--- src/rtl/core/lqm_pkg.sv ---
// Shared types, field widths and command/status codes of the linked queue manager.
// Used by lqm_ctrl and linked_queue_manager_top; depends on nothing else.
`default_nettype none

package lqm_pkg;

  // Fixed field widths of the stream words.
  localparam int CMD_W      = 2;
  localparam int QID_W      = 2;
  localparam int ELEM_W     = 6;
  localparam int STATUS_W   = 2;
  localparam int COUNT_W    = 7;
  localparam int IN_DATA_W  = 16;
  localparam int OUT_DATA_W = 24;

  // Default sizes of the element pool and of the queue set.
  localparam int LQM_NUM_ELEMENTS = 64;
  localparam int LQM_NUM_QUEUES   = 4;

  // Command codes. Any other code behaves as a query.
  localparam logic [CMD_W-1:0] CMD_APPEND = 2'd0;
  localparam logic [CMD_W-1:0] CMD_REMOVE = 2'd1;
  localparam logic [CMD_W-1:0] CMD_QUERY  = 2'd2;

  // Status codes.
  localparam logic [STATUS_W-1:0] ST_OK     = 2'd0;
  localparam logic [STATUS_W-1:0] ST_QUEUED = 2'd1;
  localparam logic [STATUS_W-1:0] ST_EMPTY  = 2'd2;
  localparam logic [STATUS_W-1:0] ST_ABSENT = 2'd3;

  // One request as it arrives on the input stream.
  typedef struct packed {
    logic [CMD_W-1:0]  command;
    logic [QID_W-1:0]  queue_id;
    logic [ELEM_W-1:0] element;
  } lqm_req_t;

  // One result as it leaves on the output stream.
  typedef struct packed {
    logic [ELEM_W-1:0]   taken_element;
    logic [COUNT_W-1:0]  queue_count;
    logic [ELEM_W-1:0]   head_element;
    logic [STATUS_W-1:0] status;
  } lqm_res_t;

endpackage

`default_nettype wire

--- src/rtl/core/lqm_ctrl.sv ---
// Sequencer and storage of the linked queue manager: element link memory, queue memory,
// the read-modify-write steps of append, remove and query, and the clearing pass.
// Depends on lqm_pkg.
`default_nettype none

module lqm_ctrl #(
  parameter int NUM_ELEMENTS = lqm_pkg::LQM_NUM_ELEMENTS,
  parameter int NUM_QUEUES   = lqm_pkg::LQM_NUM_QUEUES
) (
  input  wire logic             clk,
  input  wire logic             rst_n,
  input  wire logic             req_valid,
  output logic                  req_ready,
  input  wire lqm_pkg::lqm_req_t req,
  output logic                  res_valid,
  input  wire logic             res_ready,
  output lqm_pkg::lqm_res_t     res
);

  import lqm_pkg::*;

  localparam int EW        = $clog2(NUM_ELEMENTS);
  localparam int QW        = (NUM_QUEUES > 1) ? $clog2(NUM_QUEUES) : 1;
  localparam int CW        = $clog2(NUM_ELEMENTS + 1);
  localparam int CLR_DEPTH = (NUM_ELEMENTS > NUM_QUEUES) ? NUM_ELEMENTS : NUM_QUEUES;
  localparam int CLW       = $clog2(CLR_DEPTH);
  localparam logic [CLW-1:0] CLR_LAST = CLW'(CLR_DEPTH - 1);

  // One entry per element: membership, owning queue and both links.
  typedef struct packed {
    logic          inq;
    logic [QW-1:0] owner;
    logic [EW-1:0] nxt;
    logic [EW-1:0] prv;
  } ent_t;

  // One entry per queue: head element and member count.
  typedef struct packed {
    logic [EW-1:0] head;
    logic [CW-1:0] count;
  } qent_t;

  typedef enum logic [2:0] {
    S_CLEAR,
    S_IDLE,
    S_EVAL,
    S_MOD_A,
    S_RD_B,
    S_MOD_B,
    S_WR_E,
    S_DONE
  } state_t;

  // Input values reduced into the element and queue ranges.
  logic [EW-1:0] elem_map [2**ELEM_W];
  logic [QW-1:0] qid_map  [2**QID_W];

  for (genvar g = 0; g < 2**ELEM_W; g++) begin : g_emap
    localparam int unsigned EMOD = g % NUM_ELEMENTS;
    assign elem_map[g] = EW'(EMOD);
  end

  for (genvar g = 0; g < 2**QID_W; g++) begin : g_qmap
    localparam int unsigned QMOD = g % NUM_QUEUES;
    assign qid_map[g] = QW'(QMOD);
  end

  // Memories and their ports.
  ent_t  emem [NUM_ELEMENTS];
  qent_t qmem [NUM_QUEUES];

  logic          em_we;
  logic [EW-1:0] em_addr;
  ent_t          em_wdata;
  ent_t          em_rdata_r;
  logic          qm_we;
  logic [QW-1:0] qm_addr;
  qent_t         qm_wdata;
  qent_t         qm_rdata_r;

  // Sequencer registers.
  state_t        state_r, state_nxt;
  logic [CLW-1:0] clr_idx_r, clr_idx_nxt;
  logic [CMD_W-1:0] op_r, op_nxt;
  logic [QW-1:0] q_r, q_nxt;
  logic [EW-1:0] e_r, e_nxt;
  logic [EW-1:0] qh_r, qh_nxt;
  logic [CW-1:0] qc_r, qc_nxt;
  logic [EW-1:0] a_r, a_nxt;
  logic [EW-1:0] b_r, b_nxt;
  lqm_res_t      res_r, res_nxt;

  // Element memory: one access per cycle, write or registered read.
  always_ff @(posedge clk) begin
    if (em_we) begin
      emem[em_addr] <= em_wdata;
    end else begin
      em_rdata_r <= emem[em_addr];
    end
  end

  // Queue memory: same single-port form.
  always_ff @(posedge clk) begin
    if (qm_we) begin
      qmem[qm_addr] <= qm_wdata;
    end else begin
      qm_rdata_r <= qmem[qm_addr];
    end
  end

  // Step logic: memory accesses and next register values per state.
  always_comb begin
    state_nxt   = state_r;
    clr_idx_nxt = clr_idx_r;
    op_nxt      = op_r;
    q_nxt       = q_r;
    e_nxt       = e_r;
    qh_nxt      = qh_r;
    qc_nxt      = qc_r;
    a_nxt       = a_r;
    b_nxt       = b_r;
    res_nxt     = res_r;
    em_we       = 1'b0;
    em_addr     = e_r;
    em_wdata    = em_rdata_r;
    qm_we       = 1'b0;
    qm_addr     = q_r;
    qm_wdata    = qm_rdata_r;

    case (state_r)
      // Sweep both memories once after reset.
      S_CLEAR: begin
        em_addr  = clr_idx_r[EW-1:0];
        em_wdata = '0;
        em_we    = ({1'b0, clr_idx_r} < (CLW + 1)'(NUM_ELEMENTS));
        qm_addr  = clr_idx_r[QW-1:0];
        qm_wdata = '0;
        qm_we    = ({1'b0, clr_idx_r} < (CLW + 1)'(NUM_QUEUES));
        if (clr_idx_r == CLR_LAST) begin
          state_nxt = S_IDLE;
        end
        clr_idx_nxt = clr_idx_r + CLW'(1);
      end

      // Read the element entry and the queue entry as the word is taken.
      S_IDLE: begin
        em_addr = elem_map[req.element];
        qm_addr = qid_map[req.queue_id];
        if (req_valid) begin
          op_nxt    = req.command;
          q_nxt     = qid_map[req.queue_id];
          e_nxt     = elem_map[req.element];
          state_nxt = S_EVAL;
        end
      end

      // Decide the operation from membership and queue count.
      S_EVAL: begin
        qh_nxt = qm_rdata_r.head;
        qc_nxt = qm_rdata_r.count;
        res_nxt.status        = ST_OK;
        res_nxt.head_element  = (qm_rdata_r.count != '0) ? ELEM_W'(qm_rdata_r.head) : '0;
        res_nxt.queue_count   = COUNT_W'(qm_rdata_r.count);
        res_nxt.taken_element = '0;
        state_nxt = S_DONE;
        case (op_r)
          CMD_APPEND: begin
            if (em_rdata_r.inq) begin
              res_nxt.status = ST_QUEUED;
            end else if (qm_rdata_r.count == '0) begin
              // First member links to itself.
              em_we    = 1'b1;
              em_addr  = e_r;
              em_wdata = '{inq: 1'b1, owner: q_r, nxt: e_r, prv: e_r};
              qm_we    = 1'b1;
              qm_wdata = '{head: e_r, count: CW'(1)};
              res_nxt.head_element = ELEM_W'(e_r);
              res_nxt.queue_count  = COUNT_W'(1);
            end else begin
              em_addr   = qm_rdata_r.head;
              a_nxt     = qm_rdata_r.head;
              state_nxt = S_MOD_A;
            end
          end
          CMD_REMOVE: begin
            if (qm_rdata_r.count == '0) begin
              res_nxt.status = ST_EMPTY;
            end else if (!em_rdata_r.inq || (em_rdata_r.owner != q_r)) begin
              res_nxt.status = ST_ABSENT;
            end else if (qm_rdata_r.count == CW'(1)) begin
              // Last member leaves; its links no longer matter.
              em_we    = 1'b1;
              em_addr  = e_r;
              em_wdata = '{inq: 1'b0, owner: q_r, nxt: e_r, prv: e_r};
              qm_we    = 1'b1;
              qm_wdata = '{head: qm_rdata_r.head, count: '0};
              res_nxt.head_element  = '0;
              res_nxt.queue_count   = '0;
              res_nxt.taken_element = ELEM_W'(e_r);
            end else begin
              em_addr   = em_rdata_r.prv;
              a_nxt     = em_rdata_r.prv;
              b_nxt     = em_rdata_r.nxt;
              state_nxt = S_MOD_A;
            end
          end
          default: begin
          end
        endcase
      end

      // First neighbor: the head on append, the predecessor on remove.
      S_MOD_A: begin
        em_we   = 1'b1;
        em_addr = a_r;
        if (op_r == CMD_APPEND) begin
          b_nxt    = em_rdata_r.prv;
          em_wdata = '{inq: em_rdata_r.inq, owner: em_rdata_r.owner,
                       nxt: (em_rdata_r.prv == a_r) ? e_r : em_rdata_r.nxt,
                       prv: e_r};
          state_nxt = (em_rdata_r.prv == a_r) ? S_WR_E : S_RD_B;
        end else begin
          em_wdata = '{inq: em_rdata_r.inq, owner: em_rdata_r.owner,
                       nxt: b_r,
                       prv: (a_r == b_r) ? a_r : em_rdata_r.prv};
          state_nxt = (a_r == b_r) ? S_WR_E : S_RD_B;
        end
      end

      // Second neighbor: the tail on append, the successor on remove.
      S_RD_B: begin
        em_addr   = b_r;
        state_nxt = S_MOD_B;
      end

      S_MOD_B: begin
        em_we   = 1'b1;
        em_addr = b_r;
        if (op_r == CMD_APPEND) begin
          em_wdata = '{inq: em_rdata_r.inq, owner: em_rdata_r.owner,
                       nxt: e_r, prv: em_rdata_r.prv};
        end else begin
          em_wdata = '{inq: em_rdata_r.inq, owner: em_rdata_r.owner,
                       nxt: em_rdata_r.nxt, prv: a_r};
        end
        state_nxt = S_WR_E;
      end

      // Element entry itself and the queue entry.
      S_WR_E: begin
        em_we   = 1'b1;
        em_addr = e_r;
        qm_we   = 1'b1;
        qm_addr = q_r;
        res_nxt.status = ST_OK;
        if (op_r == CMD_APPEND) begin
          em_wdata = '{inq: 1'b1, owner: q_r, nxt: qh_r, prv: b_r};
          qm_wdata = '{head: qh_r, count: qc_r + CW'(1)};
          res_nxt.head_element  = ELEM_W'(qh_r);
          res_nxt.queue_count   = COUNT_W'(qc_r + CW'(1));
          res_nxt.taken_element = '0;
        end else begin
          em_wdata = '{inq: 1'b0, owner: q_r, nxt: b_r, prv: a_r};
          qm_wdata = '{head: (qh_r == e_r) ? b_r : qh_r, count: qc_r - CW'(1)};
          res_nxt.head_element  = ELEM_W'((qh_r == e_r) ? b_r : qh_r);
          res_nxt.queue_count   = COUNT_W'(qc_r - CW'(1));
          res_nxt.taken_element = ELEM_W'(e_r);
        end
        state_nxt = S_DONE;
      end

      // Hold the result until the output register is free.
      S_DONE: begin
        if (res_ready) begin
          state_nxt = S_IDLE;
        end
      end

      default: begin
        state_nxt = S_IDLE;
      end
    endcase
  end

  // State and working registers.
  always_ff @(posedge clk) begin
    if (!rst_n) begin
      state_r   <= S_CLEAR;
      clr_idx_r <= '0;
    end else begin
      state_r   <= state_nxt;
      clr_idx_r <= clr_idx_nxt;
      op_r      <= op_nxt;
      q_r       <= q_nxt;
      e_r       <= e_nxt;
      qh_r      <= qh_nxt;
      qc_r      <= qc_nxt;
      a_r       <= a_nxt;
      b_r       <= b_nxt;
      res_r     <= res_nxt;
    end
  end

  assign req_ready = (state_r == S_IDLE);
  assign res_valid = (state_r == S_DONE);
  assign res       = res_r;

endmodule

`default_nettype wire

--- src/rtl/core/linked_queue_manager_top.sv ---
// Top level of the linked queue manager: stream ports, word unpacking and the result register.
// Depends on lqm_pkg and lqm_ctrl.
//
// Usage. Each word on the in_ stream is one command: append an element at the tail of a
// queue, remove an element from a queue, or query a queue. Each command gives exactly one
// word on the out_ stream with a status, the queue's head and count after the command and
// the removed element on a successful remove.
// Timing. The time per append or remove is set by the single port of the element link
// memory: a full append or remove reads and rewrites the entries of two neighbors and then
// writes the element's own entry, one access per cycle. A new word is taken only after the
// result of the one before has moved to the output register.
// Reset. After rst_n is released a clearing pass over every entry of both memories empties
// all queues; in_tready stays low during the pass.
// Stall. The output register holds a result while out_tready is low; the next command is
// still taken and worked on, and waits at its end until the register is free.
`default_nettype none

module linked_queue_manager_top #(
  parameter int NUM_ELEMENTS = lqm_pkg::LQM_NUM_ELEMENTS,
  parameter int NUM_QUEUES   = lqm_pkg::LQM_NUM_QUEUES
) (
  input  wire logic                             clk,
  input  wire logic                             rst_n,
  input  wire logic                             in_tvalid,
  output logic                                  in_tready,
  // command [1:0], queue_id [3:2], element [9:4], zero [15:10]
  input  wire logic [lqm_pkg::IN_DATA_W-1:0]    in_tdata,
  output logic                                  out_tvalid,
  input  wire logic                             out_tready,
  // status [1:0], head_element [7:2], queue_count [14:8], taken_element [20:15],
  // zero [23:21]
  output logic [lqm_pkg::OUT_DATA_W-1:0]        out_tdata
);

  import lqm_pkg::*;

  lqm_req_t req;
  lqm_res_t res;
  logic     res_valid;
  logic     res_ready;
  logic     out_valid_r;
  lqm_res_t out_res_r;

  // Unpack the input word.
  assign req.command  = in_tdata[CMD_W-1:0];
  assign req.queue_id = in_tdata[CMD_W +: QID_W];
  assign req.element  = in_tdata[CMD_W + QID_W +: ELEM_W];

  lqm_ctrl #(
    .NUM_ELEMENTS (NUM_ELEMENTS),
    .NUM_QUEUES   (NUM_QUEUES)
  ) u_ctrl (
    .clk       (clk),
    .rst_n     (rst_n),
    .req_valid (in_tvalid),
    .req_ready (in_tready),
    .req       (req),
    .res_valid (res_valid),
    .res_ready (res_ready),
    .res       (res)
  );

  // Output register: loads when empty or when its word is being taken.
  assign res_ready = !out_valid_r || out_tready;

  always_ff @(posedge clk) begin
    if (!rst_n) begin
      out_valid_r <= 1'b0;
    end else begin
      if (res_valid && res_ready) begin
        out_valid_r <= 1'b1;
        out_res_r   <= res;
      end else if (out_tready) begin
        out_valid_r <= 1'b0;
      end
    end
  end

  assign out_tvalid = out_valid_r;
  assign out_tdata  = {3'b000, out_res_r.taken_element, out_res_r.queue_count,
                       out_res_r.head_element, out_res_r.status};

`ifndef NO_ASSERTIONS
  // A taken element appears only with a successful remove.
  a_taken_ok : assert property (@(posedge clk) disable iff (!rst_n)
    (out_valid_r && (out_res_r.taken_element != '0)) |-> (out_res_r.status == ST_OK))
    else $error("taken element reported on a failed operation");

  // An empty-queue status always reports a zero count.
  a_empty_zero : assert property (@(posedge clk) disable iff (!rst_n)
    (out_valid_r && (out_res_r.status == ST_EMPTY)) |-> (out_res_r.queue_count == '0))
    else $error("empty status with nonzero count");

  // An empty queue reports head zero.
  a_head_zero : assert property (@(posedge clk) disable iff (!rst_n)
    (out_valid_r && (out_res_r.queue_count == '0)) |-> (out_res_r.head_element == '0))
    else $error("nonzero head on an empty queue");

  // A queue never holds more elements than the pool.
  a_count_range : assert property (@(posedge clk) disable iff (!rst_n)
    out_valid_r |-> ({25'd0, out_res_r.queue_count} <= 32'(NUM_ELEMENTS)))
    else $error("queue count beyond pool size");
`endif

endmodule

`default_nettype wire
--- config.mk ---
export PLATFORM = sky130hd
export DESIGN_NAME = linked_queue_manager_top
export DESIGN_NICKNAME = d
export VERILOG_FILES = /design/src/rtl/core/lqm_pkg.sv /design/src/rtl/core/lqm_ctrl.sv /design/src/rtl/core/linked_queue_manager_top.sv
export SDC_FILE = /design/constraint.sdc
export NUM_CORES = 1
export LEC_CHECK = 0
export ABC_AREA = 1
export BUFFER_PORTS_ARGS = -buffer_cell sky130_fd_sc_hd__buf_2
export CAP_MARGIN = 40
export CORE_UTILIZATION = 40
export CTS_BUF_LIST = sky130_fd_sc_hd__clkbuf_4 sky130_fd_sc_hd__clkbuf_8
export CTS_CLUSTER_SIZE = 20
export DETAILED_ROUTE_END_ITERATION = 10
export SKIP_CTS_REPAIR_TIMING = 1
export SYNTH_ARGS = -nofsm -noshare
export SYNTH_HDL_FRONTEND = slang
export SYNTH_SLANG_ARGS = --single-unit
--- constraint.sdc ---
create_clock -name clk -period 4.25 [get_ports clk]
set_input_delay 0.6375 -clock clk [delete_from_list [all_inputs] [get_ports clk]]
set_output_delay 0.6375 -clock clk [all_outputs]
set_load 0.02 [all_outputs]
==> key figures, run 1 <==
Outcome
  – Status: finished, final reports clean

Min path
  – Worst hold-check path type: primary input to flip-flop
  – WHS Path Cells: 4

Drt
  – Iteration-0 DRC Markers: 3,490
  – DRC: 0
  – DR WL/cell: 20.04 um
  – First drt pass iteration count: 6
  – Met2 WL: 63.24 mm
  – Via count: 34,870
  – Vias per cell: 5.011
  – Top sig layer: met4
  – DRT met1 WL: 60.89 mm
  – Met3 routed wirelength: 9.697 mm
  – DRT antenna net count: 0
  – Post-Route WL: 139.4 mm

Clock tree
  – Num CTS Buffers: 186
  – Root Driver: clkbuf_8
  – Reg clk slew, reported paths: 60 ps
  – Max clock buf depth: 3
  – H-Tree Depth: 4
  – Clock Latency Late Sink: 880 ps
  – TritonCTS clock tree: done
  – Clock sink total: 1,127

Synthesis
  – Synth top cells by count: 2,846 x nand2_1, 1,117 x edfxtp_1, 187 x nor2_1
  – Mean area per synthesized cell: around 10 sq um
  – Most common cell in the netlist: nand2_1
  – Synth Register Bits: roughly 1,100
  – Asr flop ratio synth: 0%
  – Synth Instances: a little under 5,000
  – Cell Area, Synth: between 40,000 and 50,000 sq um
  – Register area share after synthesis: 68.43%
  – Yosys top cell by area: edfxtp_1
  – Prevailing post-synth register cell: edfxtp_1
  – Number of synthesized flops with an enable pin: roughly 1,100
  – Distinct cells, synth: 49
  – Area share of the largest cell type after synthesis: 68.02%
  – Synth top area cells: edfxtp_1 68%, nand2_1 22%, nor2_1 1.4%
  – Synth warnings: 0

Placed design
  – Post-DP HPWL: between 80 and 90 mm
  – Input/output buffers: 36
  – Dpl cell area: 52,910 sq um
  – Gpl congestion: roughly 0.95

Power and ir drop
  – Total chip power: 23.45 mW
  – Leak: ~24 nW
  – Peak VDD IR: between 200 and 300 uV
  – Pwr per Cell Area: 413.9 nW/um^2

Timing
  – Fin Clk Skew: between 50 and 60 ps
  – Tcrit/Tclk final: 90.94%
  – Tightest Pin Transition: 893.4 ps
  – Total negative slack: 0 ps
  – Setup violators final: 0
  – Final Hold Violating Endpoints: 0
  – Worst relative slew slack: 40.44%
  – Max Clk Rate: 0.2587 GHz
  – RSZ-0062 raised after global routing: false
  – Min Tclk post-route: 3865 ps
  – Max-slew violations: 0

Layout
  – Share of layout cells above drive strength 1: 11.65%
  – Nets: about 5,200
  – Multi-input combinational cell area: roughly 14,000 sq um
  – P&R area growth vs syn: 14.89%
  – Fill cell count: 11,290
  – Final Cell Area: ~57,000 sq um
  – Sequential cell area: 33,740 sq um

Worst setup path
  – WP data required: 4800 ps
  – Critical Path Fanout Max: 16
  – R2R cell count: 17
  – Kind of end point of the critical path: flip-flop
  – Worst Path Class, Setup: flip-flop to flip-flop
  – Critical Path AT: 4420 ps
  – Critical path launch point type: flip-flop

Floorplan
  – Initial Util: 40.41%
  – Width of the die: 353.1 um
  – Ports: 46
  – Core Rows: 128
  – Die Footprint: 124,700 sq um
  – CORE AREA: 122,000 sq um
  – Die Height: 353.1 um

Global route
  – Total Routing Usage GR: 22.20%
  – Global route overflow: 0
  – Largest net degree at the start of global routing: 124
  – First-pass GRT wire length: 208.0 mm
  – Number of global-route vias before repair: around 33,000
  – Initial antenna violation count: 3

Job
  – Max-Cap Viols: 0
-- metal layers --
| layer | GRT usage [%] | up-vias |
|---|---|---|
| li1 | - | 16810 |
| met5 | 0 | - |
| met3 | 3.385 | 295 |
| met1 | 31.04 | 16510 |
| met2 | 34.54 | 1258 |
| met4 | 9.368 | 0 |
-- sequential cells by signal, summed over array words and instances, names as in the netlist --
name and count:
out_tdata 21, out_tvalid 1, u_ctrl.a_r 6, u_ctrl.b_r 6, u_ctrl.clr_idx_r 6, u_ctrl.e_r 6
u_ctrl.em_rdata_r 15, u_ctrl.emem 960, u_ctrl.op_r 2, u_ctrl.q_r 2, u_ctrl.qc_r 7, u_ctrl.qh_r 6
u_ctrl.qm_rdata_r 13, u_ctrl.qmem 52, u_ctrl.res 21, u_ctrl.state_r 3
-- through the flow --
stage	setup WS [ps]	hold WS, ps	cells	utilization [%]
floorplan	94.56	400.3	4946	-
global placement	377.6	400.8	6604	43.29
detailed placement	435.6	405.6	6610	43.35
CTS	392.8	-127.5	6945	46.33
global route	69.00	55.64	6957	46.42
finish	385.2	83.44	6958	46.42
-- cell usage in the layout (no fill, tap or decap), types with 49 or more instances in the layout --
cell,instances
nand2_1,2843
clkbuf_8,187
clkinv_1,55
edfxtp_1,1117
buf_4,189
nand3_1,113
inv_1,101
a21oi_1,49
o21ai_0,107
nor2_1,186
clkbuf_4,60
-- kinds of logic (layout without fill, tap and decap cells) --
logic type      count (synthesis)  count (layout)  share of synthesized area (%)
compound gates                249             249                          3.015
xor+xnor                        4               4                        0.07106
fa+ha+maj                       3               3                        0.07613
buf+inv                       351             735                          3.370
flops                        1127            1127                          68.43
other cells                     1               6                       0.007605
simple gates                 3209            3209                          25.03
-- power breakdown --
group          internal, mW  switching (mW)
Clock                  5.06            4.38
Combinational         0.539            1.28
Sequential             12.2          0.0289
-- final cells by class --
cell class	count	share of cell area, %
Sequential cell	1127	59.56
Multi-Input combinational cell	3468	24.94
Clock buffer	247	5.338
Timing Repair Buffer	284	4.682
Tap cell	1625	3.589
Clock inverter	88	1.078
Inverter	116	0.8017
Antenna cell	3	0.01325
-- worst max-delay path, cell delays in order, from the launching register on --
cell,delay (ps)
edfxtp_1,540
nor2_2,220
buf_4,190
inv_1,70
nor2_2,100
buf_4,180
inv_1,60
nor2_1,140
inv_1,100
nand2_1,160
inv_1,90
nor2_1,320
a21oi_2,70
buf_6,180
inv_2,380
nand2_2,230
nor2_1,250
buf_4,240
-- worst paths after layout --
kind,slack [ps],start,endpoint
max,390,u_ctrl.op_r[0],u_ctrl.emem[2][6]
min,80,out_tready,out_tvalid
max reg2reg,390,u_ctrl.op_r[0],u_ctrl.emem[2][6]
min reg2reg,390,u_ctrl.res[1],out_tdata[1]
Power figures use the tool's default switching activity.
==> run 2: changes to the inputs <==
- MAX_ROUTING_LAYER: not set -> met4
==> run 2 against run 1 <==
Compared with the run above: clock-buffer cell count decreased by 3; setup slack got worse by 99 ps; highest routed layer unchanged; via count increased by 0.40%.
==> key figures, run 2 (synthesized netlist as in run 1, its figures left out) <==
Outcome
  – Status: finished, final reports clean

Layout
  – Largest Register: u_ctrl.emem
  – Nets: between 5,000 and 6,000
  – Share of layout cells above drive strength 1: 11.59%
  – Most common cell after layout, fill and taps aside: nand2_1
  – Commonest cells after routing, fill and taps aside: 2,843 x nand2_1, 1,117 x edfxtp_1, 193 x buf_4
  – Max reg flops: 960
  – P&R area growth vs syn: 14.63%
  – Largest registers: u_ctrl.emem: 960 flops, u_ctrl.qmem: 52 flops

Power and ir drop
  – P_sw: 5.632 mW
  – Sw Share: 24.41%
  – Leak: about 24 nW
  – Clock share of power: between 30% and 40%
  – Seq pwr share: 52.9%
  – Peak VDD IR: 351.2 uV
  – Pwr per Cell Area: 408.2 nW/um^2
  – Pint: 17.44 mW
  – Comb power frac: 7.8%

Timing
  – Worst relative slew slack: 38.82%
  – Max-slew violations: 0
  – Max Clk Rate: 0.2523 GHz
  – Final Hold Violating Endpoints: 0
  – Setup violators final: 0
  – Tightest Pin Transition: about 920 ps
  – Hold Slack: 32.09 ps
  – Total negative slack: 0 ps
  – Fin Clk Skew: 62.39 ps
  – Min Tclk post-route: 3964 ps
  – Tcrit/Tclk final: just over 90%
  – RSZ-0062 raised after global routing: false

Worst setup path
  – Critical Path Fanout Max: 70
  – R2R cell count: 19
  – FF-to-FF setup slack: 290 ps
  – CP max stage cell: a21oi_4
  – Worst path max stage delay: 630 ps
  – Worst Setup SP: u_ctrl.qm_rdata_r[4]
  – Critical path launch point type: flip-flop
  – Worst Path Buf+Inv: 3
  – Crit path max-delay family: simple AND/OR/NAND/NOR gates
  – Worst Path Class, Setup: flip-flop to flip-flop
  – WP data required: 4970 ps
  – Critical path, cell by cell: inv_1 > nand3_2 > inv_1 > nand2_1 > nand2_2 > o21ai_1 > nand3_1 > nand2_1 > nand2_1 > a21oi_4 > buf_12 > nand2_1 > nand2_1 > nand2_1 > nand2_1 > nand2_1 > nand2_1 > nor2_1 > nand2_1
  – Crit path to: u_ctrl.em_rdata_r[8]
  – Cell mode on critical path: nand2_1
  – Reg-to-reg critical path startpoint: u_ctrl.qm_rdata_r[4]
  – Critical Path AT: 4680 ps
  – Kind of end point of the critical path: flip-flop
  – Path length in cells of the critical path: 19
  – R2R Path End: u_ctrl.em_rdata_r[8]

Drt
  – DRC: 0
  – Post-Route WL: 141.1 mm
  – DRT antenna net count: 0
  – Vias per cell: 5.030
  – Iteration-0 DRC Markers: 3,159
  – DR WL/cell: 20.27 um
  – First drt pass iteration count: 5
  – Via count: 35,010

Global route
  – Global route overflow: 0
  – First-pass GRT wire length: 209.5 mm
  – Total Routing Usage GR: 23.14%
  – Initial antenna violation count: 1
  – Largest net degree at the start of global routing: a little over 100
  – Number of global-route vias before repair: roughly 33,000

Clock tree
  – Clock Latency Late Sink: around 900 ps
  – Root Driver: clkbuf_8
  – Reg clk slew, reported paths: about 60 ps
  – Max clock buf depth: 3
  – H-Tree Depth: 4
  – Num CTS Buffers: around 190
  – TritonCTS clock tree: done
  – Clock sink total: 1,127

Floorplan
  – CORE AREA: approximately 120,000 sq um
  – Ports: 46
  – Core Rows: around 130
  – Die Footprint: 124,700 sq um
  – Die Height: between 300 and 400 um
  – Initial Util: 40.41%
  – Width of the die: between 300 and 400 um

Min path
  – WHS Path Cells: 4
  – Worst hold-check path type: primary input to flip-flop

Placed design
  – Input/output buffers: 36
  – Gpl congestion: approximately 0.96
  – Post-DP HPWL: between 80 and 90 mm

Job
  – Max-Cap Viols: 0
## run 2: cell count changes in the layout (fill, tap and decap cells not counted)
cell / change
bufinv_16: -5
clkbuf_4: -5
buf_4: +4
clkinv_1: +4
clkinvlp_4: +3
buf_6: -2
clkbuf_8: +2
inv_6: -2
inv_8: +2
clkinv_2: +1
clkinv_8: -1
inv_12: +1
inv_16: -1
## run 2: cell type report
cell class              count  area (sq um)
fillers                 11440         65510
flip-flops and latches   1127         33740
multi-input cells        3468         14130
clock buffers             244          3014
repair buffers            286          2660
well taps                1625          2033
clock inverters            90         488.0
inverters                 116         454.2
diodes                      3         7.507
## run 2: worst min-delay path: stages
cell	delay, ps
buf_2	80
nor2_1	50
inv_1	70
a21oi_1	60
## run 2: power groups by stage
stage	logic [mW]	clock network [mW]	registers, mW
3_5_place_dp	1.79	0	12.4
6_report	1.80	9.07	12.2
2_1_floorplan	1.17	0	12.4
3_3_place_gp	1.78	0	12.4
4_1_cts	1.80	9.27	12.2
5_1_grt	2.00	9.73	12.2
## run 2: worst min path at each step
stage                              start       endpoint  slack (ps)
final                         out_tready     out_tvalid          30
after global placement    u_ctrl.res[11]  out_tdata[11]         400
after CTS                    in_tdata[2]  u_ctrl.q_r[0]        -160
after floorplan            u_ctrl.res[0]   out_tdata[0]         400
after detailed placement  u_ctrl.res[15]  out_tdata[15]         400
after global routing          out_tready     out_tvalid          20
## run 2: metal layers
metal  wire (um)  vias up  GRT usage (%)
met5           0        -              -
met4        5213        0          9.255
met3        9424      274          3.736
met2       64720     1243          35.30
met1       61720    16680          30.92
li1            -    16820              -
## run 2: per-stage QoR
step                      setup slack (ps)  total power, mW  area [sq um]  utilization (%)  std cells
final                                285.8            23.07         56530            46.32       6959
after global routing                 77.48            23.93         56520            46.31       6957
after CTS                            337.8            23.27         56420            46.23       6946
after detailed placement             385.6            14.22         52920            43.36       6612
after global placement               401.2            14.20         52850            43.31       6607
after floorplan                      94.56            13.59         49320                -       4946
